$ cat src/hdl/stip_pkg.sv
// ----------------------------------------------------------------------------
// stip_pkg
// shared types, character codes and the digit decode for the integer parser
// ----------------------------------------------------------------------------
`default_nettype none

package stip_pkg;

	localparam int QUEUE_DEPTH = 2;

	localparam logic [7:0] CH_TAB   = 8'h09;
	localparam logic [7:0] CH_CR    = 8'h0D;
	localparam logic [7:0] CH_SPACE = 8'h20;
	localparam logic [7:0] CH_PLUS  = 8'h2B;
	localparam logic [7:0] CH_MINUS = 8'h2D;
	localparam logic [7:0] CH_0     = 8'h30;
	localparam logic [7:0] CH_9     = 8'h39;
	localparam logic [7:0] CH_UA    = 8'h41;
	localparam logic [7:0] CH_UX    = 8'h58;
	localparam logic [7:0] CH_UZ    = 8'h5A;
	localparam logic [7:0] CH_LA    = 8'h61;
	localparam logic [7:0] CH_LX    = 8'h78;
	localparam logic [7:0] CH_LZ    = 8'h7A;

	localparam logic [5:0] NOT_DIGIT  = 6'h3F;
	localparam logic [5:0] RADIX_AUTO = 6'd0;
	localparam logic [5:0] BASE_OCT   = 6'd8;
	localparam logic [5:0] BASE_DEC   = 6'd10;
	localparam logic [5:0] BASE_HEX   = 6'd16;

	localparam logic [15:0] COUNT_MAX = 16'hFFFF;

	typedef enum logic [2:0] {
		PH_DONE,
		PH_SPACE,
		PH_PREFIX,
		PH_ZERO,
		PH_DIGITS
	} phase_t;

	typedef struct packed {
		logic [7:0] ch;
		logic       begin_req;
	} in_t;

	typedef struct packed {
		logic signed [31:0] value;
		logic [15:0]        consumed;
		logic               overflow;
	} out_t;

	// classified character as held in the queue
	typedef struct packed {
		logic       begin_req;
		logic [5:0] digit;
		logic       is_space;
		logic       is_sign;
		logic       is_minus;
		logic       is_x;
	} cls_t;

	function automatic logic [5:0] digit_of(input logic [7:0] c);
		logic [7:0] t;
		t = 8'd0;
		if (c >= CH_0 && c <= CH_9) begin
			t = c - CH_0;
		end else if (c >= CH_UA && c <= CH_UZ) begin
			t = c - CH_UA + 8'd10;
		end else if (c >= CH_LA && c <= CH_LZ) begin
			t = c - CH_LA + 8'd10;
		end else begin
			t = {2'b00, NOT_DIGIT};
		end
		return t[5:0];
	endfunction

endpackage

`default_nettype wire

$ cat src/hdl/stip_front.sv
// ----------------------------------------------------------------------------
// stip_front
// input side: takes characters and classifies them into queue entries
// ----------------------------------------------------------------------------
`default_nettype none

module stip_front (
	input  wire logic           in_valid,
	input  wire stip_pkg::in_t  in_data,
	output logic                in_stall,
	input  wire logic           full,
	output logic                push,
	output stip_pkg::cls_t      push_data
);

	assign in_stall = full;
	assign push     = in_valid && !full;

	always_comb begin
		push_data.begin_req = in_data.begin_req;
		push_data.digit     = stip_pkg::digit_of(in_data.ch);
		push_data.is_space  = (in_data.ch == stip_pkg::CH_SPACE) ||
			(in_data.ch >= stip_pkg::CH_TAB && in_data.ch <= stip_pkg::CH_CR);
		push_data.is_sign   = (in_data.ch == stip_pkg::CH_PLUS) ||
			(in_data.ch == stip_pkg::CH_MINUS);
		push_data.is_minus  = (in_data.ch == stip_pkg::CH_MINUS);
		push_data.is_x      = (in_data.ch == stip_pkg::CH_LX) ||
			(in_data.ch == stip_pkg::CH_UX);
	end

endmodule

`default_nettype wire

$ cat src/hdl/stip_queue.sv
// ----------------------------------------------------------------------------
// stip_queue
// short queue of classified characters between the front and back parts
// ----------------------------------------------------------------------------
`default_nettype none

module stip_queue #(
	parameter int DEPTH = stip_pkg::QUEUE_DEPTH
) (
	input  wire logic           clk,
	input  wire logic           arst_n,
	input  wire logic           push,
	input  wire stip_pkg::cls_t push_data,
	output logic                full,
	output logic                head_valid,
	output stip_pkg::cls_t      head_data,
	input  wire logic           pop
);

	localparam int PTR_W = (DEPTH > 1) ? $clog2(DEPTH) : 1;
	localparam int CNT_W = $clog2(DEPTH + 1);

	stip_pkg::cls_t entry_q [DEPTH];
	logic [PTR_W-1:0] wr_ptr_q;
	logic [PTR_W-1:0] rd_ptr_q;
	logic [CNT_W-1:0] count_q;

	assign full       = (count_q == CNT_W'(DEPTH));
	assign head_valid = (count_q != '0);
	assign head_data  = entry_q[rd_ptr_q];

	always_ff @(posedge clk) begin
		if (push) begin
			entry_q[wr_ptr_q] <= push_data;
		end
	end

	always_ff @(posedge clk or negedge arst_n) begin
		if (!arst_n) begin
			wr_ptr_q <= '0;
			rd_ptr_q <= '0;
			count_q  <= '0;
		end else begin
			if (push) begin
				wr_ptr_q <= (wr_ptr_q == PTR_W'(DEPTH - 1)) ? '0 : wr_ptr_q + 1'b1;
			end
			if (pop) begin
				rd_ptr_q <= (rd_ptr_q == PTR_W'(DEPTH - 1)) ? '0 : rd_ptr_q + 1'b1;
			end
			if (push && !pop) begin
				count_q <= count_q + 1'b1;
			end else if (pop && !push) begin
				count_q <= count_q - 1'b1;
			end
		end
	end

endmodule

`default_nettype wire

$ cat src/hdl/stip_back.sv
// ----------------------------------------------------------------------------
// stip_back
// parse sequencer: prefix and sign handling, multiply-add and result register
// ----------------------------------------------------------------------------
`default_nettype none

module stip_back (
	input  wire logic           clk,
	input  wire logic           arst_n,
	input  wire logic           cfg_valid,
	output logic                cfg_ready,
	input  wire logic [5:0]     cfg_data,
	input  wire logic           head_valid,
	input  wire stip_pkg::cls_t head_data,
	output logic                pop,
	output logic                out_valid,
	input  wire logic           out_stall,
	output stip_pkg::out_t      out_data
);

	logic [5:0]       radix_q;
	stip_pkg::phase_t phase_q, phase_d, ph_eff;
	logic             neg_q, neg_d, neg_eff;
	logic [31:0]      acc_q, acc_d, acc_eff;
	logic [5:0]       base_q, base_d, base_eff;
	logic [15:0]      cnt_q, cnt_d, cnt_eff;
	logic             ovf_q, ovf_d, ovf_eff;
	logic             out_valid_q;
	stip_pkg::out_t   out_q;

	logic        out_free;
	logic        sel_prefix, pref_zero, sel_digit, digit_ok, finish, accum, take;
	logic [5:0]  base_pref, mul_base;
	logic [38:0] prod;

	assign cfg_ready = 1'b1;
	assign out_valid = out_valid_q;
	assign out_data  = out_q;

	assign out_free = !out_valid_q || !out_stall;
	assign pop      = head_valid && out_free;

	// begin restarts the parse with cleared state
	assign ph_eff   = head_data.begin_req ? stip_pkg::PH_SPACE : phase_q;
	assign neg_eff  = head_data.begin_req ? 1'b0 : neg_q;
	assign acc_eff  = head_data.begin_req ? 32'd0 : acc_q;
	assign base_eff = head_data.begin_req ? 6'd0 : base_q;
	assign cnt_eff  = head_data.begin_req ? 16'd0 : cnt_q;
	assign ovf_eff  = head_data.begin_req ? 1'b0 : ovf_q;

	assign base_pref  = (radix_q == stip_pkg::RADIX_AUTO) ? stip_pkg::BASE_DEC : radix_q;
	assign sel_prefix = (ph_eff == stip_pkg::PH_PREFIX) ||
		(ph_eff == stip_pkg::PH_SPACE && !head_data.is_space && !head_data.is_sign);
	assign pref_zero  = sel_prefix && (head_data.digit == 6'd0) &&
		(radix_q == stip_pkg::RADIX_AUTO || radix_q == stip_pkg::BASE_HEX);
	assign sel_digit  = (sel_prefix && !pref_zero) || (ph_eff == stip_pkg::PH_DIGITS) ||
		(ph_eff == stip_pkg::PH_ZERO && !head_data.is_x);
	assign mul_base   = sel_prefix ? base_pref : base_eff;
	assign digit_ok   = head_data.digit < mul_base;
	assign finish     = sel_digit && !digit_ok;
	assign accum      = sel_digit && digit_ok;
	assign take       = (ph_eff != stip_pkg::PH_DONE) && !finish;
	assign prod       = {7'd0, acc_eff} * {33'd0, mul_base} + {33'd0, head_data.digit};

	// next state
	always_comb begin
		phase_d = phase_q;
		if (pop) begin
			unique case (ph_eff)
				stip_pkg::PH_DONE: begin
					phase_d = stip_pkg::PH_DONE;
				end
				stip_pkg::PH_SPACE, stip_pkg::PH_PREFIX: begin
					if (ph_eff == stip_pkg::PH_SPACE && head_data.is_space) begin
						phase_d = stip_pkg::PH_SPACE;
					end else if (ph_eff == stip_pkg::PH_SPACE && head_data.is_sign) begin
						phase_d = stip_pkg::PH_PREFIX;
					end else if (pref_zero) begin
						phase_d = stip_pkg::PH_ZERO;
					end else begin
						phase_d = finish ? stip_pkg::PH_DONE : stip_pkg::PH_DIGITS;
					end
				end
				stip_pkg::PH_ZERO, stip_pkg::PH_DIGITS: begin
					phase_d = finish ? stip_pkg::PH_DONE : stip_pkg::PH_DIGITS;
				end
				default: begin
					phase_d = stip_pkg::PH_DONE;
				end
			endcase
		end
	end

	// datapath
	always_comb begin
		neg_d = neg_eff;
		if (ph_eff == stip_pkg::PH_SPACE && !head_data.is_space && head_data.is_sign) begin
			neg_d = head_data.is_minus;
		end
		priority if (pref_zero) begin
			base_d = (radix_q == stip_pkg::RADIX_AUTO) ? stip_pkg::BASE_OCT : stip_pkg::BASE_HEX;
		end else if (ph_eff == stip_pkg::PH_ZERO && head_data.is_x) begin
			base_d = stip_pkg::BASE_HEX;
		end else begin
			base_d = mul_base;
		end
		acc_d = accum ? prod[31:0] : (pref_zero ? 32'd0 : acc_eff);
		ovf_d = ovf_eff || (accum && (prod[38:31] != 8'd0));
		cnt_d = (take && cnt_eff != stip_pkg::COUNT_MAX) ? cnt_eff + 16'd1 : cnt_eff;
	end

	always_ff @(posedge clk or negedge arst_n) begin
		if (!arst_n) begin
			radix_q <= stip_pkg::RADIX_AUTO;
		end else if (cfg_valid) begin
			radix_q <= cfg_data;
		end
	end

	always_ff @(posedge clk or negedge arst_n) begin
		if (!arst_n) begin
			phase_q <= stip_pkg::PH_DONE;
			neg_q   <= 1'b0;
			acc_q   <= '0;
			base_q  <= '0;
			cnt_q   <= '0;
			ovf_q   <= 1'b0;
		end else begin
			phase_q <= phase_d;
			if (pop) begin
				neg_q  <= neg_d;
				acc_q  <= acc_d;
				base_q <= base_d;
				cnt_q  <= cnt_d;
				ovf_q  <= ovf_d;
			end
		end
	end

	always_ff @(posedge clk or negedge arst_n) begin
		if (!arst_n) begin
			out_valid_q <= 1'b0;
		end else if (pop && finish) begin
			out_valid_q <= 1'b1;
		end else if (!out_stall) begin
			out_valid_q <= 1'b0;
		end
	end

	always_ff @(posedge clk) begin
		if (pop && finish) begin
			out_q.value    <= neg_eff ? $signed(32'd0 - acc_eff) : $signed(acc_eff);
			out_q.consumed <= cnt_eff;
			out_q.overflow <= ovf_eff;
		end
	end

`ifndef SYNTH
	a_no_overwrite: assert property (@(posedge clk) disable iff (!arst_n)
		out_valid_q && out_stall |-> !pop)
		else $error("result register overwritten while held");

	a_finish_done: assert property (@(posedge clk) disable iff (!arst_n)
		pop && finish |=> phase_q == stip_pkg::PH_DONE && out_valid_q)
		else $error("terminating transfer did not end the parse");

	a_zero_base: assert property (@(posedge clk) disable iff (!arst_n)
		phase_q == stip_pkg::PH_ZERO |->
			base_q == stip_pkg::BASE_OCT || base_q == stip_pkg::BASE_HEX)
		else $error("leading zero phase with wrong base");

	a_digits_count: assert property (@(posedge clk) disable iff (!arst_n)
		phase_q == stip_pkg::PH_DIGITS |-> cnt_q != 16'd0)
		else $error("digit phase with nothing consumed");
`endif

endmodule

`default_nettype wire

$ cat src/hdl/string_to_integer_parser.sv
// ----------------------------------------------------------------------------
// string_to_integer_parser
// streaming strtol-style parser, one character per transfer
// ----------------------------------------------------------------------------
// Takes one character per cycle while in_stall is low. A character with
// begin_req set starts a new string; leading whitespace, one sign and, for
// radix 0 or 16, a 0x prefix are taken, then digits below the base are
// accumulated with one 32 by 6 bit multiply-add per digit. The first
// character that cannot continue the number produces one result (value,
// consumed, overflow); later characters without begin_req are dropped. The
// front classifies each character into a queue of QUEUE_DEPTH entries; the
// back pops one entry per cycle while its result register is free, and a
// result is registered from the popped terminating character. The radix
// register must only be written while the parser is idle.
`default_nettype none

module string_to_integer_parser #(
	parameter int QUEUE_DEPTH = stip_pkg::QUEUE_DEPTH
) (
	input  wire logic           clk,
	input  wire logic           arst_n,
	input  wire logic           cfg_valid,
	output logic                cfg_ready,
	input  wire logic [5:0]     cfg_data,
	input  wire logic           in_valid,
	output logic                in_stall,
	input  wire stip_pkg::in_t  in_data,
	output logic                out_valid,
	input  wire logic           out_stall,
	output stip_pkg::out_t      out_data
);

	logic           full, push, head_valid, pop;
	stip_pkg::cls_t push_data, head_data;

	stip_front u_front (
		.in_valid  (in_valid),
		.in_data   (in_data),
		.in_stall  (in_stall),
		.full      (full),
		.push      (push),
		.push_data (push_data)
	);

	stip_queue #(
		.DEPTH (QUEUE_DEPTH)
	) u_queue (
		.clk        (clk),
		.arst_n     (arst_n),
		.push       (push),
		.push_data  (push_data),
		.full       (full),
		.head_valid (head_valid),
		.head_data  (head_data),
		.pop        (pop)
	);

	stip_back u_back (
		.clk        (clk),
		.arst_n     (arst_n),
		.cfg_valid  (cfg_valid),
		.cfg_ready  (cfg_ready),
		.cfg_data   (cfg_data),
		.head_valid (head_valid),
		.head_data  (head_data),
		.pop        (pop),
		.out_valid  (out_valid),
		.out_stall  (out_stall),
		.out_data   (out_data)
	);

endmodule

`default_nettype wire

$ cat config.mk
export PLATFORM = sky130hd
export DESIGN_NAME = string_to_integer_parser
export DESIGN_NICKNAME = d
export VERILOG_FILES = /design/src/hdl/stip_pkg.sv /design/src/hdl/stip_front.sv /design/src/hdl/stip_queue.sv /design/src/hdl/stip_back.sv /design/src/hdl/string_to_integer_parser.sv
export SDC_FILE = /design/constraint.sdc
export NUM_CORES = 1
export LEC_CHECK = 0
export BUFFER_PORTS_ARGS = -buffer_cell sky130_fd_sc_hd__buf_2
export CAP_MARGIN = 20
export CORE_ASPECT_RATIO = 0.5
export CORE_MARGIN = 10
export CORE_UTILIZATION = 50
export CTS_CLUSTER_DIAMETER = 200
export DETAILED_ROUTE_END_ITERATION = 12
export PLACE_DENSITY = 0.76
export SYNTH_ARGS = -nofsm -noshare
export SYNTH_HDL_FRONTEND = slang
export SYNTH_HIERARCHICAL = 1
export SYNTH_SLANG_ARGS = --single-unit
export TNS_END_PERCENT = 1
$ cat constraint.sdc
create_clock -name clk -period 7.5 [get_ports clk]
set_clock_uncertainty 0.15 [all_clocks]
set_input_delay 0.375 -clock clk [delete_from_list [all_inputs] [get_ports clk]]
set_output_delay 0.375 -clock clk [all_outputs]
set_load 0.05 [all_outputs]
==> results of run 1 <==
==> layout make-up <==
class	instances	area share [%]
Timing Repair Buffer	93	3.56
Clock buffer	18	2.99
Inverter	60	1.56
Clock inverter	14	0.972
Tap cell	352	3.00
Multi-Input combinational cell	1133	61.4
Sequential cell	141	26.5
==> sequential cells by signal, summed over array words and instances, names as in the netlist, 2 cells and up <==
| name | cells |
|---|---|
| u_back/acc_q | 32 |
| u_back/base_q | 6 |
| u_back/cnt_q | 16 |
| u_back/out_data | 49 |
| u_back/phase_q | 3 |
| u_back/radix_q | 6 |
| u_queue/count_q | 2 |
| u_queue/entry_q | 22 |
==> how the worst min path moves through the flow <==
stage	endpoint	slack [ps]	cells past startpoint	startpoint
floorplan	u_back/acc_q[0]$_DFFE_PN0P_	-70	0	arst_n
global placement	u_back/base_q[0]$_DFFE_PN0P_	310	2	u_back/base_q[0]$_DFFE_PN0P_
detailed placement	u_back/base_q[2]$_DFFE_PN0P_	320	2	u_back/base_q[2]$_DFFE_PN0P_
CTS	u_queue/entry_q[0][10]$_DFFE_PP_	5	1	in_data[0]
global route	u_queue/entry_q[0][10]$_DFFE_PP_	5	1	in_data[0]
finish	u_queue/entry_q[0][10]$_DFFE_PP_	20	1	in_data[0]
==> critical path, stage by stage, from the launching register on <==
cell,delay [ps]
dfrtp_1,350
mux2_2,460
or3_4,450
nand2_2,180
o21ai_0,140
o31a_1,140
or2_2,310
fa_1,480
fa_1,570
inv_1,70
fa_1,540
inv_1,60
fa_1,500
inv_1,40
ha_1,330
o21ai_0,140
nor4_1,270
nor2_1,150
o21ai_0,320
a21oi_1,240
o311a_1,400
xnor2_1,140
nand4b_1,180
o41a_1,400
==> power by group <==
part | switching, mW | internal [mW]
logic | 1.33 | 0.476
clock network | 0.388 | 0.453
registers | 0.110 | 1.03
total | 1.83 | 1.96
==> per-stage QoR <==
stage / worst slack [ps] / hold WS (ps) / std cells / utilization, % / cell area (µm²)
finish: 402 / 18.2 / 1811 / 55.5 / 14700
global route: 39.4 / 4.66 / 1811 / 55.5 / 14700
CTS: 446 / 5.40 / 1811 / 55.5 / 14700
detailed placement: 471 / 324 / 1779 / 53.3 / 14100
global placement: 622 / 308 / 1779 / 53.3 / 14100
floorplan: 418 / -70.6 / 1394 / - / 13400
==> per-layer routing <==
| metal | global-route usage [%] | up-vias | part of all wire [%] |
|---|---|---|---|
| met5 | 0 | - | 0 |
| met4 | 4.79 | 0 | 1.2 |
| met3 | 5.20 | 39 | 9.6 |
| met2 | 33.4 | 526 | 44 |
| met1 | 31.0 | 5377 | 46 |
| li1 | - | 4898 | - |
==> layout by cell type, fill, tap and decap left out, drive strengths merged, types with 8 or more instances in the layout <==
| cell type | count |
|---|---|
| a21o | 22 |
| nand3 | 29 |
| inv | 69 |
| dfrtp | 70 |
| o21bai | 8 |
| a211oi | 8 |
| nor2b | 27 |
| nand4 | 8 |
| o31ai | 20 |
| o21ai | 58 |
| a21oi | 63 |
| mux2 | 17 |
| nor2 | 262 |
| clkbuf | 18 |
| nor3 | 20 |
| ha | 100 |
| or2 | 9 |
| a22o | 31 |
| edfxtp | 71 |
| nand2b | 20 |
| xnor2 | 28 |
| buf | 93 |
| fa | 124 |
| xor2 | 53 |
| and3 | 8 |
| nand2 | 125 |
| a31oi | 11 |
==> cells by family (layout without fill, tap and decap cells) <==
family	Yosys count	after routing	share of synthesized area [%]
adder cells (fa/ha/maj)	224	224	27.8
AO/OA/AOI/OAI	263	263	13.5
multiplexers	22	22	2.05
AND/OR/NAND/NOR	542	542	18.3
buffers and inverters	120	185	4.10
flip-flops	141	141	28.9
XOR/XNOR	81	81	5.28
other	1	1	0.0279
==> impl_metrics.env, run 1 <==
export IMPL_status="finished clean"
export IMPL_chipWidth_um=252
export IMPL_synth_avg_cell_area_um2=9.63
export IMPL_p_per_area_nw_per_um2=259
export IMPL_ant_nets=0
export IMPL_grt_usage_pct=21.8
export IMPL_leakage_nw=6.82
export IMPL_clkTransAtPathRegs_ps=70
export IMPL_synth_edf_count=71
export IMPL_startpoint_type="register"
export IMPL_tightest_slew_ps=1030
export IMPL_dieArea_um2=34200
export IMPL_crit_arrival_ps=7270
export IMPL_synthFlopType="edfxtp_1"
export IMPL_syn_num_nets=1638
export IMPL_hold_viol_final=0
export IMPL_timing_rr_end="u_back/ovf_q$_DFFE_PN0P_"
export IMPL_cp_endpoint="u_back/ovf_q$_DFFE_PN0P_"
export IMPL_wl_per_cell_um=20.2
export IMPL_synth_top_area_share_pct=18.5
export IMPL_diodes=0
export IMPL_synth_area_leaders="fa_1 18%, edfxtp_1 16%, dfrtp_1 13%, ha_1 9.3%, nor2_1 7.3%"
export IMPL_cap_violations=0
export IMPL_finalMaxSlewViolations=0
export IMPL_vias_per_cell=5.99
export IMPL_min_period_over_period_pct=94.6
export IMPL_r2r_setup_slack_ps=400
export IMPL_yosysMostFrequentCell="nor2_1"
export IMPL_yosys_warnings=6
export IMPL_crit_required_ps=7670
export IMPL_endpoint_kind="register"
export IMPL_yosys_area_top_type="fa_1"
export IMPL_row_count=42
export IMPL_total_power_mw=3.79
export IMPL_ys_seq_area_share_pct=28.9
export IMPL_setup_tns_ps=0
export IMPL_crit_path_max_fanout=15
export IMPL_holdBufCountCts=0
export IMPL_ff2ff_path_depth=23
export IMPL_drc_errors=0
export IMPL_yosys_top_cells_count="262 x nor2_1, 124 x fa_1, 124 x nand2_1"
export IMPL_clock_root_buffer="clkbuf_16"
export IMPL_setup_viol=0
export IMPL_yosys_cell_types_count=85
export IMPL_worstHoldPathType="input pin to register"
export IMPL_overflow=0
export IMPL_period_minus_slack_ps=7100
export IMPL_initial_core_util_pct=50.8
export IMPL_dpl_hpwl_um=28500
export IMPL_wirelength_um=36600
export IMPL_core_um2=26400
export IMPL_clockBufferDepth=2
export IMPL_rsz0062_at_grt="false"
export IMPL_max_slew_margin_rel_pct=31.1
export IMPL_layout_nets=1690
export IMPL_grt_pass1_wl_um=59300
export IMPL_firstDrtPassIters=5
export IMPL_numCtsBuffers=17
export IMPL_multiInputGateArea_um2=9020
export IMPL_postCtsSetupBuffers=0
export IMPL_ys_ff_latch=141
export IMPL_register_area_um2=3880
export IMPL_ir_drop_uv=184
export IMPL_netlist_instances=1394
export IMPL_grt_pass1_vias=10864
export IMPL_regToRegStartpoint="u_queue/rd_ptr_q$_DFFE_PN0P_"
export IMPL_globalplace_congestion=0.963
export IMPL_port_buffers=70
export IMPL_cts_sinks=141
export IMPL_drt_iter0_markers=1093
export IMPL_clkLatencyLatePin_ps=430
export IMPL_routed_via_count=10840
export IMPL_io_pins=72
export IMPL_crit_type="register to register"
export IMPL_grt_start_max_net_pins=71
export IMPL_syn_area_um2=13400
export IMPL_antenna_found_initial=0
export IMPL_area_growth_pct=9.28
export IMPL_max_freq_mhz=141
export IMPL_htree_levels=4
export IMPL_die_h_um=136
export IMPL_worstSetupStartpoint="u_queue/rd_ptr_q$_DFFE_PN0P_"
export IMPL_drive_gt1_share_pct=12.3
export IMPL_cts_tree="done"
export IMPL_cts_resized=0
export IMPL_n_fill_cell=2240
export IMPL_synth_async_reset_ratio_pct=49.6
No activity file was read; power rests on OpenSTA's default activity.
==> run 2, diff against run 1 <==
--- a/config.mk
+++ b/config.mk
@@ -12,6 +12,7 @@
 export CORE_UTILIZATION = 50
 export CTS_CLUSTER_DIAMETER = 200
 export DETAILED_ROUTE_END_ITERATION = 12
+export HOLD_SLACK_MARGIN = 0.08
 export PLACE_DENSITY = 0.76
 export SYNTH_ARGS = -nofsm -noshare
 export SYNTH_HDL_FRONTEND = slang
==> run 2 against run 1 <==
Against the previous run:
- non-clock buffer count is 9 higher
- wire length up 0.38%
- sequential share of layout area shrank 0.16 points
- worst hold slack improved by 130 ps
- core utilization is 0.34 points higher
- clock power about the same
- critical endpoint unchanged
==> impl_metrics.env, run 2 (synthesis gave the netlist of run 1 again) <==
export IMPL_status="finished clean"
export IMPL_top_layer="met4"
export IMPL_timing_rr_end="u_back/ovf_q$_DFFE_PN0P_"
export IMPL_met3WireLength_um=3310
export IMPL_regToRegStartpoint="u_queue/rd_ptr_q$_DFFE_PN0P_"
export IMPL_core_um2=26400
export IMPL_p_per_area_nw_per_um2=257
export IMPL_grt_pass1_vias=10917
export IMPL_clock_root_buffer="clkbuf_16"
export IMPL_initial_core_util_pct=50.8
export IMPL_largest_reg_flops=49
export IMPL_row_count=42
export IMPL_grt_usage_pct=21.9
export IMPL_crit_required_ps=7670
export IMPL_max_freq_mhz=140
export IMPL_setup_tns_ps=0
export IMPL_dpl_hpwl_um=28500
export IMPL_clockBufferDepth=2
export IMPL_r2r_setup_slack_ps=370
export IMPL_leakage_nw=6.86
export IMPL_drt_iter0_markers=1169
export IMPL_antenna_found_initial=0
export IMPL_diodes=0
export IMPL_cts_sinks=141
export IMPL_min_period_over_period_pct=95.0
export IMPL_n_fill_cell=2233
export IMPL_final_cell_mix="262 x nor2_1, 124 x nand2_1, 124 x fa_1"
export IMPL_crit_arrival_ps=7300
export IMPL_postLayoutCoreUtil_pct=55.9
export IMPL_final_common_cell="nor2_1"
export IMPL_final_area_um2=14800
export IMPL_routed_via_count=10899
export IMPL_dieArea_um2=34200
export IMPL_numCtsBuffers=17
export IMPL_area_growth_pct=9.95
export IMPL_chipWidth_um=252
export IMPL_tightest_slew_ps=1050
export IMPL_io_pins=72
export IMPL_worstHoldPathType="input pin to register"
export IMPL_post_dp_cell_area_um2=14100
export IMPL_grt_start_max_net_pins=71
export IMPL_drc_errors=0
export IMPL_clkTransAtPathRegs_ps=70
export IMPL_cap_violations=0
export IMPL_worstSetupStartpoint="u_queue/rd_ptr_q$_DFFE_PN0P_"
export IMPL_register_area_um2=3880
export IMPL_ff2ff_path_depth=23
export IMPL_port_buffers=70
export IMPL_cp_endpoint="u_back/ovf_q$_DFFE_PN0P_"
export IMPL_layout_nets=1699
export IMPL_setup_viol=0
export IMPL_ir_drop_uv=191
export IMPL_crit_type="register to register"
export IMPL_wl_per_cell_um=20.2
export IMPL_rsz0062_at_grt="false"
export IMPL_clkLatencyLatePin_ps=440
export IMPL_startpoint_type="register"
export IMPL_drive_gt1_share_pct=12.3
export IMPL_grt_pass1_wl_um=59500
export IMPL_hold_viol_final=0
export IMPL_wirelength_um=36800
export IMPL_htree_levels=4
export IMPL_globalplace_congestion=0.963
export IMPL_wl_met2_um=16000
export IMPL_wl_met1_um=16900
export IMPL_period_minus_slack_ps=7130
export IMPL_finalMaxSlewViolations=0
export IMPL_vias_per_cell=5.99
export IMPL_endpoint_kind="register"
export IMPL_multiInputGateArea_um2=9020
export IMPL_postCtsSetupBuffers=0
export IMPL_max_slew_margin_rel_pct=30.1
export IMPL_ant_nets=0
export IMPL_die_h_um=136
export IMPL_firstDrtPassIters=7
export IMPL_crit_path_max_fanout=15
export IMPL_overflow=0
export IMPL_cts_tree="done"
## run 2: worst max-delay path, cell delays in order (launching register included)
cell and delay [ps]:
dfrtp_1 350, mux2_2 460, or3_4 450, nand2_2 180, o21ai_0 140, o31a_1 140, or2_2 310, fa_1 480
fa_1 570, inv_1 70, fa_1 540, inv_1 60, fa_1 500, inv_1 40, ha_1 330, o21ai_0 140
nor4_1 290, nor2_1 150, o21ai_0 320, a21oi_1 240, o311a_1 400, xnor2_1 150, nand4b_1 180, o41a_1 400
## run 2: worst min path at each step
stage | startpoint | end | slack (ps) | cells after the start
2_1_floorplan | arst_n | u_back/acc_q[0]$_DFFE_PN0P_ | -70 | 0
3_3_place_gp | u_back/base_q[0]$_DFFE_PN0P_ | u_back/base_q[0]$_DFFE_PN0P_ | 310 | 2
3_5_place_dp | u_back/base_q[2]$_DFFE_PN0P_ | u_back/base_q[2]$_DFFE_PN0P_ | 320 | 2
4_1_cts | cfg_valid | u_back/radix_q[3]$_DFFE_PN0P_ | 140 | 2
5_1_grt | cfg_valid | u_back/radix_q[0]$_DFFE_PN0P_ | 140 | 2
6_report | cfg_valid | u_back/radix_q[0]$_DFFE_PN0P_ | 140 | 2
## run 2: layout make-up
type | instances | area share, %
Multi-Input combinational cell | 1133 | 61.1
Inverter | 60 | 1.55
Tap cell | 352 | 2.98
Timing Repair Buffer | 102 | 4.15
Clock buffer | 18 | 2.97
Clock inverter | 14 | 0.966
Sequential cell | 141 | 26.3
## run 2: metal layers
layer  vias to the layer above  track usage [%]
met2                       512             33.6
met3                        52             5.20
met5                         -                0
met4                         0             4.92
li1                       4931                -
met1                      5404             31.0
## run 2: report_power, final
part | total, mW | switching (mW) | internal (mW) | leakage, nW
logic | 1.81 | 1.33 | 0.479 | 4.97
registers | 1.15 | 0.111 | 1.03 | 1.60
clock network | 0.842 | 0.389 | 0.453 | 0.289
total | 3.80 | 1.83 | 1.97 | 6.86
## run 2: repair_timing
action                                  4_1_cts  5_1_grt
gates resized for setup                       0        1
hold buffers                                  9        0
endpoints found under the setup margin        0        1
endpoints found under the hold margin        39        0
## run 2: stage by stage
stage | std cells | setup slack (ps) | hold WS (ps) | power [mW]
2_1_floorplan | 1394 | 418 | -70.6 | 2.47
3_3_place_gp | 1779 | 622 | 308 | 2.90
3_5_place_dp | 1779 | 471 | 324 | 2.95
4_1_cts | 1820 | 446 | 138 | 3.79
5_1_grt | 1820 | 39.4 | 140 | 3.99
6_report | 1820 | 372 | 145 | 3.80
==> run 3, diff against run 2 <==
--- a/config.mk
+++ b/config.mk
@@ -14,6 +14,7 @@
 export DETAILED_ROUTE_END_ITERATION = 12
 export HOLD_SLACK_MARGIN = 0.08
 export PLACE_DENSITY = 0.76
+export RECOVER_POWER = 100
 export SYNTH_ARGS = -nofsm -noshare
 export SYNTH_HDL_FRONTEND = slang
 export SYNTH_HIERARCHICAL = 1
==> run 3 against run 2 <==
Against the previous run:
- the flow now finishes with violations (capacitance limit, slew limit)
- worst setup slack gained 25 ps
- clock power about the same
- global-route usage is the same
- first-iteration DRC count down 1.7%
- highest routed layer unchanged
- combinational power decreased by 3%
==> impl_metrics.env, run 3 (synthesis gave the netlist of run 1 again) <==
export IMPL_startpoint_type="register"
export IMPL_cap_violations=3
export IMPL_leakage_nw=6.67
export IMPL_worstSetupStartpoint="u_queue/rd_ptr_q$_DFFE_PN0P_"
export IMPL_drive_gt1_share_pct=7.63
export IMPL_clkTransAtPathRegs_ps=70
export IMPL_row_count=42
export IMPL_drt_iter0_markers=1149
export IMPL_final_cell_mix="262 x nor2_1, 124 x nand2_1, 124 x fa_1"
export IMPL_max_slew_margin_rel_pct=-170
export IMPL_setup_viol=0
export IMPL_holdPathStages=2
export IMPL_max_freq_mhz=141
export IMPL_worstHoldPathType="input pin to register"
export IMPL_die_h_um=136
export IMPL_dieArea_um2=34200
export IMPL_clock_root_buffer="clkbuf_16"
export IMPL_crit_type="register to register"
export IMPL_initial_core_util_pct=50.8
export IMPL_grt_pass1_wl_um=59500
export IMPL_firstDrtPassIters=5
export IMPL_overflow=0
export IMPL_grt_start_max_net_pins=71
export IMPL_io_pins=72
export IMPL_hold_path_startpoint="cfg_valid"
export IMPL_total_power_mw=3.76
export IMPL_tightest_slew_ps=4050
export IMPL_chipWidth_um=252
export IMPL_numCtsBuffers=17
export IMPL_crit_arrival_ps=7270
export IMPL_wirelength_um=36900
export IMPL_regToRegStartpoint="u_queue/rd_ptr_q$_DFFE_PN0P_"
export IMPL_ant_nets=0
export IMPL_routed_via_count=10906
export IMPL_cts_tree="done"
export IMPL_vias_per_cell=5.99
export IMPL_globalplace_congestion=0.963
export IMPL_clockBufferDepth=2
export IMPL_largest_reg_flops=49
export IMPL_period_minus_slack_ps=7100
export IMPL_area_growth_pct=8.85
export IMPL_post_place_ws_ps=471
export IMPL_ff2ff_path_depth=23
export IMPL_wl_per_cell_um=20.3
export IMPL_setup_tns_ps=0
export IMPL_dpl_hpwl_um=28500
export IMPL_status="complete, but fails checks"
export IMPL_port_buffers=70
export IMPL_finalMaxSlewViolations=154
export IMPL_violations="capacitance limit, slew limit"
export IMPL_fin_ws_ps=397
export IMPL_p_per_area_nw_per_um2=257
export IMPL_rsz0062_at_grt="false"
export IMPL_crit_path_max_fanout=15
export IMPL_min_period_over_period_pct=94.7
export IMPL_ir_drop_uv=185
export IMPL_grt_pass1_vias=10917
export IMPL_cts_sinks=141
export IMPL_grt_usage_pct=21.9
export IMPL_layout_nets=1699
export IMPL_hold_viol_final=0
export IMPL_whs_ps=146
export IMPL_final_common_cell="nor2_1"
export IMPL_antenna_found_initial=0
export IMPL_endpoint_kind="register"
export IMPL_core_um2=26400
export IMPL_drc_errors=0
export IMPL_htree_levels=4
export IMPL_clkLatencyLatePin_ps=430
export IMPL_crit_required_ps=7670
export IMPL_diodes=0
==> run 3: cell types whose count changed in the layout (fill, tap and decap cells not counted), moves of 3 or more <==
cell / before / now
buf_4: 23 / 19
buf_2: 70 / 17
clkbuf_1: 0 / 56
o21ai_0: 52 / 55
==> run 3: metrics by stage <==
| stage | util [%] | area (µm²) | std cells |
|---|---|---|---|
| after floorplan | - | 13400 | 1394 |
| after global placement | 53.3 | 14100 | 1779 |
| after detailed placement | 53.3 | 14100 | 1779 |
| after CTS | 55.8 | 14800 | 1820 |
| after global routing | 55.3 | 14600 | 1820 |
| final | 55.3 | 14600 | 1820 |
==> run 3: cell type report <==
cell class | instances | area, µm²
flip-flops and latches | 141 | 3880
repair buffers | 102 | 533
fillers | 2283 | 11800
clock buffers | 18 | 439
multi-input cells | 1133 | 8950
well taps | 352 | 440
inverters | 60 | 229
clock inverters | 14 | 143
==> run 3: report_power, final <==
group	internal [mW]	total, mW	switching (mW)
Combinational	0.435	1.76	1.32
Sequential	1.04	1.16	0.113
Clock	0.453	0.844	0.390
==> run 3: path summary, 6_finish.rpt <==
kind | slack, ps | end
setup / recovery | 400 | u_back/ovf_q$_DFFE_PN0P_
hold / removal | 150 | u_back/radix_q[0]$_DFFE_PN0P_
setup reg to reg | 400 | u_back/ovf_q$_DFFE_PN0P_
hold reg to reg | 340 | u_back/base_q[2]$_DFFE_PN0P_
max in group asynchronous | 3070 | u_back/acc_q[18]$_DFFE_PN0P_
min in group asynchronous | 1860 | u_back/cnt_q[8]$_DFFE_PN0P_
==> run 3: timing repair <==
item | 4_1_cts | 5_1_grt
endpoints found under the setup margin | 0 | 1
hold buffers | 9 | 0
resized for setup | 0 | 1
endpoints found under the hold margin | 39 | 0
buffers inserted | 0 | 0
==> run 3: worst max-delay path, cell delays in order (launching register included) <==
cell and delay, ps:
dfrtp_1 350, mux2_2 460, or3_4 450, nand2_2 180, o21ai_0 140, o31a_1 140
or2_2 310, fa_1 480, fa_1 570, inv_1 70, fa_1 540, inv_1 60
fa_1 500, inv_1 40, ha_1 330, o21ai_0 140, nor4_1 280, nor2_1 150
o21ai_0 320, a21oi_1 230, o311a_1 390, xnor2_1 150, nand4b_1 180, o41a_1 400
==> run 3: per-layer routing <==
layer	track usage, %	part of all wire, %
met1	31.0	46
met2	33.6	43
met3	5.20	9.1
met4	4.92	1.4
met5	0	0
